`src/rtl/erm_pkg.sv`:
```
// erm_pkg: shared types and constants of the echo range motion tracker
// no dependencies; imported by erm_div and echo_range_motion_tracker_core
package erm_pkg;

  localparam int DIST_W    = 24;
  localparam int ELAPSED_W = 16;
  localparam int TMO_W     = 16;
  localparam int CFG_IDX_W = 2;
  localparam int CFG_DAT_W = 24;
  localparam int DIR_W     = 2;
  localparam int DIV_CNT_W = 5;

  localparam logic [DIST_W-1:0] DIST_MAX = {DIST_W{1'b1}};

  // speed of sound, um per us, one way; halved in use for the out-and-back path
  localparam logic [8:0] SOUND_UM_US = 9'd343;

  // register indexes
  localparam logic [CFG_IDX_W-1:0] REG_ECHO_TIMEOUT  = 2'd0;
  localparam logic [CFG_IDX_W-1:0] REG_PRESENCE_MIN  = 2'd1;
  localparam logic [CFG_IDX_W-1:0] REG_PRESENCE_MAX  = 2'd2;
  localparam logic [CFG_IDX_W-1:0] REG_DEADBAND      = 2'd3;

  // register reset values
  localparam logic [TMO_W-1:0]  RST_ECHO_TIMEOUT = 16'd30000;
  localparam logic [DIST_W-1:0] RST_PRESENCE_MIN = 24'd20000;
  localparam logic [DIST_W-1:0] RST_PRESENCE_MAX = 24'd2000000;
  localparam logic [DIST_W-1:0] RST_DEADBAND     = 24'd50;

  // direction codes
  localparam logic [DIR_W-1:0] DIR_UNKNOWN     = 2'd0;
  localparam logic [DIR_W-1:0] DIR_STATIONARY  = 2'd1;
  localparam logic [DIR_W-1:0] DIR_APPROACHING = 2'd2;
  localparam logic [DIR_W-1:0] DIR_RECEDING    = 2'd3;

  typedef enum logic [1:0] {
    ST_IDLE,
    ST_CALC,
    ST_DIV,
    ST_OUT
  } state_t;

  // handshake between the sequencer and the divider
  typedef struct packed {
    logic start;
    logic [DIST_W-1:0]    dividend;
    logic [ELAPSED_W-1:0] divisor;
  } div_req_t;

  typedef struct packed {
    logic busy;
    logic done;
    logic [DIST_W-1:0] quotient;
  } div_rsp_t;

endpackage

```
`src/rtl/erm_div.sv`:
```
// erm_div: restoring divider, one quotient bit per cycle
// depends on erm_pkg for widths and the request/response structs
module erm_div import erm_pkg::*; (
  input  logic     clk,
  input  logic     rst,
  input  div_req_t req,
  output div_rsp_t rsp
);

  logic [DIST_W-1:0]    quot;
  logic [ELAPSED_W-1:0] rem;
  logic [ELAPSED_W-1:0] dsr;
  logic [DIV_CNT_W-1:0] cnt;
  logic                 busy;
  logic                 done;

  logic [ELAPSED_W:0] trial;
  logic               fits;

  // shift in the next dividend bit and try a subtract
  assign trial = {rem, quot[DIST_W-1]};
  assign fits  = trial >= {1'b0, dsr};

  always_ff @(posedge clk) begin
    if (rst) begin
      busy <= 1'b0;
      done <= 1'b0;
      cnt  <= '0;
    end else begin
      done <= 1'b0;
      if (req.start) begin
        busy <= 1'b1;
        cnt  <= '0;
      end else if (busy) begin
        if (cnt == DIV_CNT_W'(DIST_W - 1)) begin
          busy <= 1'b0;
          done <= 1'b1;
        end
        cnt <= cnt + 1'b1;
      end
    end
  end

  always_ff @(posedge clk) begin
    if (req.start) begin
      quot <= req.dividend;
      rem  <= '0;
      dsr  <= req.divisor;
    end else if (busy) begin
      quot <= {quot[DIST_W-2:0], fits};
      rem  <= fits ? ELAPSED_W'(trial - {1'b0, dsr}) : trial[ELAPSED_W-1:0];
    end
  end

  assign rsp.busy     = busy;
  assign rsp.done     = done;
  assign rsp.quotient = quot;

  a_done_after_busy: assert property (@(posedge clk) disable iff (rst)
    rsp.done |-> $past(busy))
    else $error("divider done without a running division");

  a_no_restart: assert property (@(posedge clk) disable iff (rst)
    busy |-> !req.start)
    else $error("divider restarted while busy");

  a_cnt_bound: assert property (@(posedge clk) disable iff (rst)
    busy |-> cnt < DIV_CNT_W'(DIST_W))
    else $error("divider step count out of range");

endmodule

```
`src/rtl/echo_range_motion_tracker_core.sv`:
```
// echo_range_motion_tracker_core: ultrasonic echo to distance, presence and radial speed
// each input beat is evaluated, then divided when a speed is computed, then loaded into
// the output register; timeout, no-history and absent readings skip the divider. a new
// beat is taken only once the last is loaded, so a stalled output stalls input; the divider
// gives one quotient bit per cycle. synchronous active-high reset restores register defaults
// and clears history. depends on erm_pkg and erm_div
module echo_range_motion_tracker_core import erm_pkg::*; #(
  parameter int ECHO_WIDTH = 16
) (
  input  logic                  clk,
  input  logic                  rst,
  // configuration write channel
  input  logic                  cfg_valid,
  output logic                  cfg_ready,
  input  logic [CFG_IDX_W-1:0]  cfg_index,
  input  logic [CFG_DAT_W-1:0]  cfg_data,
  // measurement beats
  input  logic                  in_valid,
  output logic                  in_ready,
  input  logic [ECHO_WIDTH-1:0] echo_width_us,
  input  logic [ELAPSED_W-1:0]  elapsed_ms,
  // result beats
  output logic                  out_valid,
  input  logic                  out_ready,
  output logic [DIST_W-1:0]     distance_um,
  output logic                  present,
  output logic [DIST_W-1:0]     speed_mm_s,
  output logic [DIR_W-1:0]      direction
);

  // product of width and 343, and common widths for the saturation and timeout compares
  localparam int PROD_W = ECHO_WIDTH + 9;
  localparam int CMP_W  = (PROD_W > DIST_W) ? PROD_W : DIST_W;
  localparam int TCMP_W = (ECHO_WIDTH > TMO_W) ? ECHO_WIDTH : TMO_W;

  // configuration registers
  logic [TMO_W-1:0]  echo_timeout_us;
  logic [DIST_W-1:0] presence_min_um;
  logic [DIST_W-1:0] presence_max_um;
  logic [DIST_W-1:0] deadband_mm_s;

  // history
  logic [DIST_W-1:0] last_distance;

  // captured input beat
  logic [ECHO_WIDTH-1:0] width_q;
  logic [ELAPSED_W-1:0]  elapsed_q;

  // result being built
  logic [DIST_W-1:0] res_dist;
  logic              res_pres;
  logic [DIST_W-1:0] res_speed;
  logic [DIR_W-1:0]  res_dir;
  logic              closer;

  state_t state, state_next;
  logic   out_load;
  logic   div_start;

  div_req_t div_req;
  div_rsp_t div_rsp;

  // config port always takes a write; the block is idle by contract when it happens
  assign cfg_ready = 1'b1;

  always_ff @(posedge clk) begin
    if (rst) begin
      echo_timeout_us <= RST_ECHO_TIMEOUT;
      presence_min_um <= RST_PRESENCE_MIN;
      presence_max_um <= RST_PRESENCE_MAX;
      deadband_mm_s   <= RST_DEADBAND;
    end else if (cfg_valid) begin
      case (cfg_index)
        REG_ECHO_TIMEOUT: echo_timeout_us <= cfg_data[TMO_W-1:0];
        REG_PRESENCE_MIN: presence_min_um <= cfg_data;
        REG_PRESENCE_MAX: presence_max_um <= cfg_data;
        REG_DEADBAND:     deadband_mm_s   <= cfg_data;
        default: ;
      endcase
    end
  end

  // ---------------------------------------------------------------------------
  // evaluation of the captured beat (used in the calc state)
  // ---------------------------------------------------------------------------
  logic                  timeout;
  logic [PROD_W-1:0]     prod;
  logic [CMP_W-1:0]      dist_wide;
  logic [DIST_W-1:0]     new_dist;
  logic                  pres;
  logic                  no_speed;
  logic [DIST_W-1:0]     delta;
  logic [ELAPSED_W-1:0]  divisor;

  // zero width or above the timeout register means no echo
  assign timeout = (width_q == '0) ||
                   (TCMP_W'(width_q) > TCMP_W'(echo_timeout_us));

  // distance in um = width * 343 / 2, saturated to 24 bits
  assign prod      = PROD_W'(width_q) * PROD_W'(SOUND_UM_US);
  assign dist_wide = CMP_W'(prod >> 1);
  assign new_dist  = (dist_wide > CMP_W'(DIST_MAX)) ? DIST_MAX : dist_wide[DIST_W-1:0];

  // inverted window never matches
  assign pres = (new_dist >= presence_min_um) && (new_dist <= presence_max_um);

  // no earlier reading or object out of window: skip the division
  assign no_speed = (last_distance == '0) || !pres;

  assign delta   = (new_dist >= last_distance) ? (new_dist - last_distance)
                                               : (last_distance - new_dist);
  assign divisor = (elapsed_q == '0) ? ELAPSED_W'(1) : elapsed_q;

  assign div_req.start    = div_start;
  assign div_req.dividend = delta;
  assign div_req.divisor  = divisor;

  // ---------------------------------------------------------------------------
  // sequencer
  // ---------------------------------------------------------------------------
  always_ff @(posedge clk) begin
    if (rst) begin
      state <= ST_IDLE;
    end else begin
      state <= state_next;
    end
  end

  always_comb begin
    state_next = state;
    in_ready   = 1'b0;
    div_start  = 1'b0;
    out_load   = 1'b0;
    case (state)
      ST_IDLE: begin
        in_ready = 1'b1;
        if (in_valid) begin
          state_next = ST_CALC;
        end
      end
      ST_CALC: begin
        if (timeout || no_speed) begin
          state_next = ST_OUT;
        end else begin
          div_start  = 1'b1;
          state_next = ST_DIV;
        end
      end
      ST_DIV: begin
        if (div_rsp.done) begin
          state_next = ST_OUT;
        end
      end
      ST_OUT: begin
        // output register frees up, or is freed this cycle
        if (!out_valid || out_ready) begin
          out_load   = 1'b1;
          state_next = ST_IDLE;
        end
      end
      default: begin
        state_next = ST_IDLE;
      end
    endcase
  end

  // capture the beat
  always_ff @(posedge clk) begin
    if (in_valid && in_ready) begin
      width_q   <= echo_width_us;
      elapsed_q <= elapsed_ms;
    end
  end

  // history only moves on a real echo
  always_ff @(posedge clk) begin
    if (rst) begin
      last_distance <= '0;
    end else if (state == ST_CALC && !timeout) begin
      last_distance <= new_dist;
    end
  end

  // result scratch
  always_ff @(posedge clk) begin
    if (state == ST_CALC) begin
      closer <= new_dist < last_distance;
      if (timeout) begin
        res_dist  <= last_distance;
        res_pres  <= 1'b0;
        res_speed <= '0;
        res_dir   <= DIR_UNKNOWN;
      end else begin
        res_dist  <= new_dist;
        res_pres  <= pres;
        res_speed <= '0;
        res_dir   <= pres ? DIR_STATIONARY : DIR_UNKNOWN;
      end
    end else if (state == ST_DIV && div_rsp.done) begin
      // quotient of a 24-bit delta never exceeds 24 bits
      res_speed <= div_rsp.quotient;
      if (div_rsp.quotient < deadband_mm_s) begin
        res_dir <= DIR_STATIONARY;
      end else if (closer) begin
        res_dir <= DIR_APPROACHING;
      end else begin
        res_dir <= DIR_RECEDING;
      end
    end
  end

  // speed divider
  erm_div u_div (
    .clk (clk),
    .rst (rst),
    .req (div_req),
    .rsp (div_rsp)
  );

  // output register, holds a finished beat while the next one is taken in
  always_ff @(posedge clk) begin
    if (rst) begin
      out_valid <= 1'b0;
    end else if (out_load) begin
      out_valid <= 1'b1;
    end else if (out_ready) begin
      out_valid <= 1'b0;
    end
  end

  always_ff @(posedge clk) begin
    if (out_load) begin
      distance_um <= res_dist;
      present     <= res_pres;
      speed_mm_s  <= res_speed;
      direction   <= res_dir;
    end
  end

  // ---------------------------------------------------------------------------
  // checks
  // ---------------------------------------------------------------------------
  a_accept_to_calc: assert property (@(posedge clk) disable iff (rst)
    (in_valid && in_ready) |=> (state == ST_CALC))
    else $error("accepted beat did not enter evaluation");

  a_div_done_in_div: assert property (@(posedge clk) disable iff (rst)
    div_rsp.done |-> (state == ST_DIV))
    else $error("divider finished outside the divide state");

  a_div_busy_in_div: assert property (@(posedge clk) disable iff (rst)
    div_rsp.busy |-> (state == ST_DIV))
    else $error("divider running outside the divide state");

  a_unknown_is_still: assert property (@(posedge clk) disable iff (rst)
    (out_valid && direction == DIR_UNKNOWN) |-> (speed_mm_s == '0 && !present))
    else $error("unknown direction with speed or presence");

  a_moving_is_present: assert property (@(posedge clk) disable iff (rst)
    (out_valid && direction != DIR_UNKNOWN) |-> present)
    else $error("known direction without presence");

  a_no_overwrite: assert property (@(posedge clk) disable iff (rst)
    (out_valid && !out_ready) |=> $stable(distance_um) && $stable(direction))
    else $error("pending result overwritten");

endmodule

```
`config.mk`:
```
export PLATFORM = sky130hd
export DESIGN_NAME = echo_range_motion_tracker_core
export DESIGN_NICKNAME = d
export VERILOG_FILES = /design/src/rtl/erm_pkg.sv /design/src/rtl/erm_div.sv /design/src/rtl/echo_range_motion_tracker_core.sv
export SDC_FILE = /design/constraint.sdc
export NUM_CORES = 1
export LEC_CHECK = 0
export ABC_AREA = 0
export BUFFER_PORTS_ARGS = -buffer_cell sky130_fd_sc_hd__buf_2
export CORE_UTILIZATION = 35
export CTS_CLUSTER_SIZE = 28
export DETAILED_ROUTE_END_ITERATION = 10
export GPL_TIMING_DRIVEN = 0
export PLACE_DENSITY_LB_ADDON = 0.15
export REMOVE_ABC_BUFFERS = 1
export SLEW_MARGIN = 20
export SYNTH_ARGS = -nofsm -noshare
export SYNTH_HDL_FRONTEND = slang
export SYNTH_SLANG_ARGS = --single-unit
export TNS_END_PERCENT = 1
```
`constraint.sdc`:
```
create_clock -name clk -period 17.7 [get_ports clk]
set_clock_uncertainty 0.2 [all_clocks]
set_input_delay 0 -clock clk [delete_from_list [all_inputs] [get_ports clk]]
set_output_delay 0 -clock clk [all_outputs]
set_load 0.005 [all_outputs]
```
Word level (Yosys, flattened, before mapping)
Index checks and enable logic that the tools add are counted.
{"block": "totals", "regBits": 313, "romBits": 0, "n_memories": 0, "ram_bits": 0, "latchBits": 0}
{"block": "classes", "n_shift": 0, "order_cmp": 8, "mul": 1, "n_eq_ne": 10, "mux": 28, "reduce_logical": 26, "bitwise": 1, "add_sub_neg": 4, "n_div": 0}
{"op": "24-bit 2-to-1 mux", "count": 5}
{"op": "24-bit greater-or-equal comparator", "count": 2}
{"op": "24-bit less-than comparator", "count": 2}
{"op": "24-bit subtractor", "count": 2}
{"op": "16-bit logical NOT", "count": 2}
{"op": "16-bit by 9-bit multiplier with 25-bit output (second input constant)", "count": 1}
{"op": "24-bit > comparator (second input constant)", "count": 1}
{"op": "24-bit less-or-equal comparator", "count": 1}
{"op": "24-bit logical NOT", "count": 1}
{"op": "17-bit by 16-bit greater-or-equal comparator with 1-bit output", "count": 1}
{"op": "16-bit > comparator", "count": 1}
{"op": "16-bit 2-to-1 mux", "count": 1}
{"op": "16-bit subtractor", "count": 1}
{"op": "1-bit 2-to-1 mux", "count": 15}
{"op": "2-bit 2-to-1 mux", "count": 6}
{"op": "2-bit == test (second input constant)", "count": 4}
{"op": "2-bit one-hot mux with 4 select lines", "count": 1}
{"op": "2-bit AND reduction", "count": 4}
{"op": "2-bit nonzero test", "count": 3}
{"op": "5-bit by 1-bit adder with 5-bit output (second input constant)", "count": 1}
{"op": "5-bit == test (second input constant)", "count": 1}
{"op": "2-bit by 1-bit == test with 1-bit output (second input constant)", "count": 2}
{"op": "1-bit logical AND", "count": 4}
{"op": "2-bit logical NOT", "count": 2}
{"op": "other kinds (8)", "count": 14}

Logic depth before layout (Yosys ltp)
{"block": "depth", "word_depth": 11, "ltp_mapped": 28, "depth_no_buf": 27}

Cells and area by module
Synthesis repeated with hierarchy kept, for this count alone.
{"block": "unflattened", "cells_unflattened": 2106, "hier_area_um2": 19844.0}
{"mod": "echo_range_motion_tracker_core", "instances": 1, "cells_per_inst": 1780, "area_each_um2": 16340.7, "seq_area_each_um2": 6115.9}
{"mod": "erm_div", "instances": 1, "cells_per_inst": 326, "area_each_um2": 3503.4, "seq_area_each_um2": 1661.6}

Worst setup path before layout
OpenSTA, ideal clock, no wires.
{"block": "synth_path", "kind": "reg-to-reg", "from": "reg width_q[1]", "to": "reg u_div.quot[0] (enable)", "n_path_buf": 2, "arrival_ns": 6.650, "setup_slack_ns": 10.425, "period_less_slack_ns": 7.275, "setup_ns": 0.425, "required_time_ns": 17.075, "stages_incl_launch_ff": 25, "cell_sequence": "edfxtp_1 ha_1 fa_1 fa_1 inv_1 fa_1 inv_1 ha_1 o21a_1 o21a_1 o21a_1 a2111oi_2 o41a_1 o21ai_2 a31oi_1 xnor2_1 ha_1 nand4_1 nor4_1 o31a_1 a2bb2oi_1 a211o_1 buf_2 buf_2 nand2_1"}
{"block": "synth_between", "elab_chain_cells": 11}
{"element": "start: declaration", "line": "echo_range_motion_tracker_core.sv:46", "rtl": "logic [ECHO_WIDTH-1:0] width_q;"}
{"element": "start signal: assignment", "line": "echo_range_motion_tracker_core.sv:170", "rtl": "width_q <= echo_width_us;"}
{"element": "16-bit by 9-bit multiplier with 25-bit output", "line": "echo_range_motion_tracker_core.sv:100", "rtl": "assign prod = PROD_W'(width_q) * PROD_W'(SOUND_UM_US);"}
{"element": "24-bit > comparator", "line": "echo_range_motion_tracker_core.sv:102", "rtl": "assign new_dist = (dist_wide > CMP_W'(DIST_MAX)) ? DIST_MAX : dist_wide[DIST_W-1:0];"}
{"element": "24-bit 2-to-1 mux", "line": "echo_range_motion_tracker_core.sv:102"}
{"element": "24-bit greater-or-equal comparator / 24-bit less-or-equal comparator (equally long branches)", "line": "echo_range_motion_tracker_core.sv:105", "rtl": "assign pres = (new_dist >= presence_min_um) && (new_dist <= presence_max_um);"}
{"element": "1-bit logical AND", "line": "echo_range_motion_tracker_core.sv:105"}
{"element": "1-bit logical NOT", "line": "echo_range_motion_tracker_core.sv:108", "rtl": "assign no_speed = (last_distance == '0) || !pres;"}
{"element": "1-bit logical OR", "line": "echo_range_motion_tracker_core.sv:108"}
{"element": "1-bit logical OR (*)", "line": "echo_range_motion_tracker_core.sv:142", "rtl": "if (timeout || no_speed) begin"}
{"element": "1-bit 2-to-1 mux (*)", "line": "echo_range_motion_tracker_core.sv:142"}
{"element": "1-bit 2-to-1 mux (*)", "line": "echo_range_motion_tracker_core.sv:134", "rtl": "case (state)"}
{"element": "2-bit nonzero test (no line) (*)"}
{"element": "end signal: assignment", "line": "erm_div.sv:46", "rtl": "quot <= req.dividend;"}
{"element": "end signal: assignment", "line": "erm_div.sv:50", "rtl": "quot <= {quot[DIST_W-2:0], fits};"}
{"element": "end: declaration", "line": "erm_div.sv:10", "rtl": "logic [DIST_W-1:0] quot;"}
Every way passes the cells marked *; elsewhere a longest branch is shown, timed or not.
A chain may end at the register's enable or synchronous reset.

Worst setup path in the final report
{"block": "layout_path", "from": "reg width_q[1]", "to": "reg u_div.quot[22] (data pin)"}
{"block": "layout_between", "elab_chain_cells": 11}
{"element": "16-bit by 9-bit multiplier with 25-bit output", "line": "echo_range_motion_tracker_core.sv:100"}
{"element": "24-bit > comparator", "line": "echo_range_motion_tracker_core.sv:102"}
{"element": "24-bit 2-to-1 mux", "line": "echo_range_motion_tracker_core.sv:102"}
{"element": "24-bit greater-or-equal comparator / 24-bit less-or-equal comparator (equally long branches)", "line": "echo_range_motion_tracker_core.sv:105"}
{"element": "1-bit logical AND", "line": "echo_range_motion_tracker_core.sv:105"}
{"element": "1-bit logical NOT", "line": "echo_range_motion_tracker_core.sv:108"}
{"element": "1-bit logical OR", "line": "echo_range_motion_tracker_core.sv:108"}
{"element": "1-bit logical OR", "line": "echo_range_motion_tracker_core.sv:142"}
{"element": "1-bit 2-to-1 mux", "line": "echo_range_motion_tracker_core.sv:142"}
{"element": "1-bit 2-to-1 mux", "line": "echo_range_motion_tracker_core.sv:134"}
{"element": "24-bit 2-to-1 mux (*)", "line": "erm_div.sv:45", "rtl": "if (req.start) begin"}
Marks and branches as above.

==> out/qor.csv <==
stage,metric,value,unit
timing,Slew Limit Fails,0,
layout,share of cells above drive strength 1,0.0959,
place,Placer Congestion,0.886,
place,Port Buf Inserts,115,
yosys,synthesized area per cell,9.08,sq um
clocking,post_cts resized,0,
yosys,"FFs w/ async S/R, synth",0,
global_route,first-pass GRT wire length,87900,um
clocking,clock latency on the worst-skew pair,0.57,ns
outcome,status,completed,
clocking,CTS HTree Levels,2,
yosys,Synth cell types,91,
timing,Worst Max-Slew Pin Slew,1.09,ns
critical_path,CP max stage delay,0.61,ns
floorplanning,# IOs,117,
detailed_routing,Via density,5.05,
detailed_routing,Antenna Nets Post-Route,0,
timing,final setup vio count,0,
critical_path,Worst Reg-to-Reg Cells,25,
yosys,Mapped Cells,2223,
layout,Nets,2742,
timing,fmax,116,MHz
floorplanning,die area,58600,sq um
critical_path,worst path bufs/invs,4,
min_path,hold endpoint,echo_timeout_us[14]$_SDFFE_PP1P_,
critical_path,CP max stage cell,nor4_1,
timing,RSZ-0062 raised after global routing,no,
detailed_routing,initial drt markers,984,
clocking,Clock Tree Buf Depth,3,
min_path,min-delay worst type,input port to flip-flop,
detailed_routing,drt pass-1 iters,5,
detailed_routing,drt drc,0,
critical_path,flop-to-flop setup slack,9.07,ns
detailed_routing,DR vias,16018,
floorplanning,Initial Util,0.356,
yosys,Post-synth EDFFs,151,
yosys,register area share after synthesis,0.385,
floorplanning,Die Y,242,um
critical_path,Worst setup SP type,flip-flop,
layout,Layout area overhead,18.1,%
timing,Rel. slew slack,0.273,
detailed_routing,final wirelength,55900,um
yosys,"FF+latch count, synth",313,
timing,Tcrit/Tclk final,0.488,
place,placed wire-length estimate,42600,um
timing,post-layout min period,8.63,ns
job,Max Cap Viol,0,
yosys,synth warn,0,
min_path,HP Start,cfg_data[14],
clocking,CTS tree,done,
clocking,clk slew on worst S/H paths,0.06,ns
global_route,initial antenna violation count,0,
min_path,worst hold path cell count,3,
global_route,vias in the first global route,15935,
layout,n_diodes,0,
detailed_routing,wire length per cell,17.6,um
timing,endpoints failing hold,0,
critical_path,cell family with most CP delay,compound AO/OA/AOI/OAI gates,
global_route,pin count of the biggest net entering global routing,97,
critical_path,crit path max fanout,43,
critical_path,Stages on worst setup path,25,
floorplanning,Core ar.,56700,sq um
critical_path,FF-to-FF Start,width_q[1]$_DFFE_PP_,
critical_path,Setup Crit Path Kind,flip-flop to flip-flop,
yosys,ys flop type,dfxtp_1,
critical_path,Reg-to-Reg End,u_div.quot[22]$_DFFE_PP_,
timing,Setup Total Neg Slack,0,ns
clocking,TritonCTS Buffers,38,
floorplanning,row cnt,87,
floorplanning,Die Width,242,um
global_route,GRT Total Usage,0.189,
critical_path,"Arr. time, crit path",8.73,ns
clocking,CTS root buf,clkbuf_16,
global_route,grt total ovfl,0,
critical_path,worst path required time,17.80,ns
clocking,CTS sink cnt,313,
yosys,Mapped Area,20200,sq um
critical_path,Worst Setup End Kind,flip-flop,
placed cells by master (no fill, tap or decap), types with 7 or more instances in the layout:
master / instances
a211o_1: 16
a211oi_1: 8
a21o_1: 45
a21oi_1: 201
a31oi_1: 21
and2_1: 7
and3_1: 13
buf_2: 114
clkbuf_1: 13
clkbuf_16: 39
dfxtp_1: 161
dlygate4sd3_1: 105
edfxtp_1: 151
fa_1: 54
ha_1: 235
inv_1: 286
mux2i_1: 8
nand2_1: 340
nand2b_1: 12
nand3_1: 34
nand3b_1: 16
nand4_1: 38
nor2_1: 82
nor2b_1: 15
nor3_1: 28
nor4_1: 14
o211ai_1: 15
o21a_1: 28
o21ai_0: 88
o21bai_1: 7
o31ai_1: 11
or2_2: 9
or3_1: 14
xnor2_1: 26
xor2_1: 13
cell usage after synthesis, types with 7 or more instances:
library cell / count / area share
nand2_1: 341 / 0.063
inv_1: 287 / 0.053
ha_1: 236 / 0.15
a21oi_1: 201 / 0.050
dfxtp_1: 162 / 0.16
edfxtp_1: 151 / 0.22
o21ai_0: 88 / 0.022
nor2_1: 84 / 0.016
clkbuf_1: 75 / 0.014
fa_1: 54 / 0.054
a21o_1: 45 / 0.017
nand4_1: 38 / 0.012
nand3_1: 34 / 0.0084
nor3_1: 28 / 0.0069
o21a_1: 28 / 0.010
xnor2_1: 26 / 0.011
buf_2: 22 / 0.0055
a31oi_1: 21 / 0.0065
a211o_1: 17 / 0.0074
nand3b_1: 16 / 0.0060
nor2b_1: 16 / 0.0050
nor4_1: 15 / 0.0046
o211ai_1: 15 / 0.0056
or3_1: 14 / 0.0043
and3_1: 13 / 0.0040
xor2_1: 13 / 0.0056
nand2b_1: 12 / 0.0037
o31ai_1: 11 / 0.0041
or2_2: 9 / 0.0028
a211oi_1: 8 / 0.0030
and2_1: 8 / 0.0025
mux2i_1: 8 / 0.0040
o21ai_1: 7 / 0.0017
o21bai_1: 7 / 0.0026
cell type report:
| cell class | instances | area, sq um |
|---|---|---|
| inverters | 288 | 1080 |
| clock inverters | 14 | 184 |
| repair buffers | 232 | 1840 |
| clock buffers | 56 | 1080 |
| flip-flops and latches | 313 | 7780 |
| well taps | 756 | 946 |
| fillers | 5556 | 32900 |
| multi-input cells | 1516 | 10900 |
routing by layer:
layer | GRT usage | vias up | routed length (um)
li1 | - | 8030 | -
met1 | 0.250 | 7638 | 26600
met2 | 0.326 | 290 | 26400
met3 | 0.0269 | 60 | 1980
met4 | 0.0423 | 0 | 921
met5 | 0 | - | 0
worst max path at each step:
stage,from,to
final,width_q[1]$_DFFE_PP_,u_div.quot[22]$_DFFE_PP_
after detailed placement,width_q[9]$_DFFE_PP_,u_div.quot[22]$_DFFE_PP_
after floorplan,width_q[1]$_DFFE_PP_,u_div.quot[22]$_DFFE_PP_
after CTS,width_q[10]$_DFFE_PP_,u_div.quot[22]$_DFFE_PP_
after global routing,width_q[9]$_DFFE_PP_,u_div.quot[22]$_DFFE_PP_
after global placement,width_q[9]$_DFFE_PP_,u_div.quot[0]$_DFFE_PP_
flip-flops by register name, summed over array words and instances (netlist names), 16 cells and up:
name             flops
deadband_mm_s       24
distance_um         24
last_distance       24
presence_max_um     24
presence_min_um     24
res_dist            24
res_speed           24
speed_mm_s          24
u_div.quot          24
echo_timeout_us     16
elapsed_q           16
u_div.dsr           16
u_div.rem           16
width_q             16
metrics by stage:
stage	hold slack (ns)	util	setup slack (ns)	cells	instance area (sq um)
after global routing	0.0743	0.420	8.52	3175	23800
after CTS	0.0392	0.420	8.91	3175	23800
after floorplan	-0.131	-	9.55	2117	19700
final	0.0830	0.420	9.07	3175	23800
after global placement	-0.0235	0.375	7.09	2988	21200
after detailed placement	-0.0219	0.379	8.94	3000	21500
cell families after synthesis:
kind of cell / count (synthesis) / synth area share
mux: 12 / 0.00638
compound gates: 524 / 0.167
simple gates: 650 / 0.148
xor+xnor: 39 / 0.0169
flops: 313 / 0.385
other cells: 1 / 0.000186
fa+ha+maj: 290 / 0.200
buf+inv: 394 / 0.0763
worst min-delay path: stages:
cell and delay [ns]:
dlygate4sd3_1 0.52, buf_2 0.17, a211o_1 0.13
repair_timing:
item | in CTS | in global routing
hold endpoints to repair | 206 | 0
hold buffers | 105 | 0
setup buffers | 0 | 0
Power is left out: the tool's default activity adds up to more than one toggle a clock period on the data nets, which glitch-free logic cannot reach.
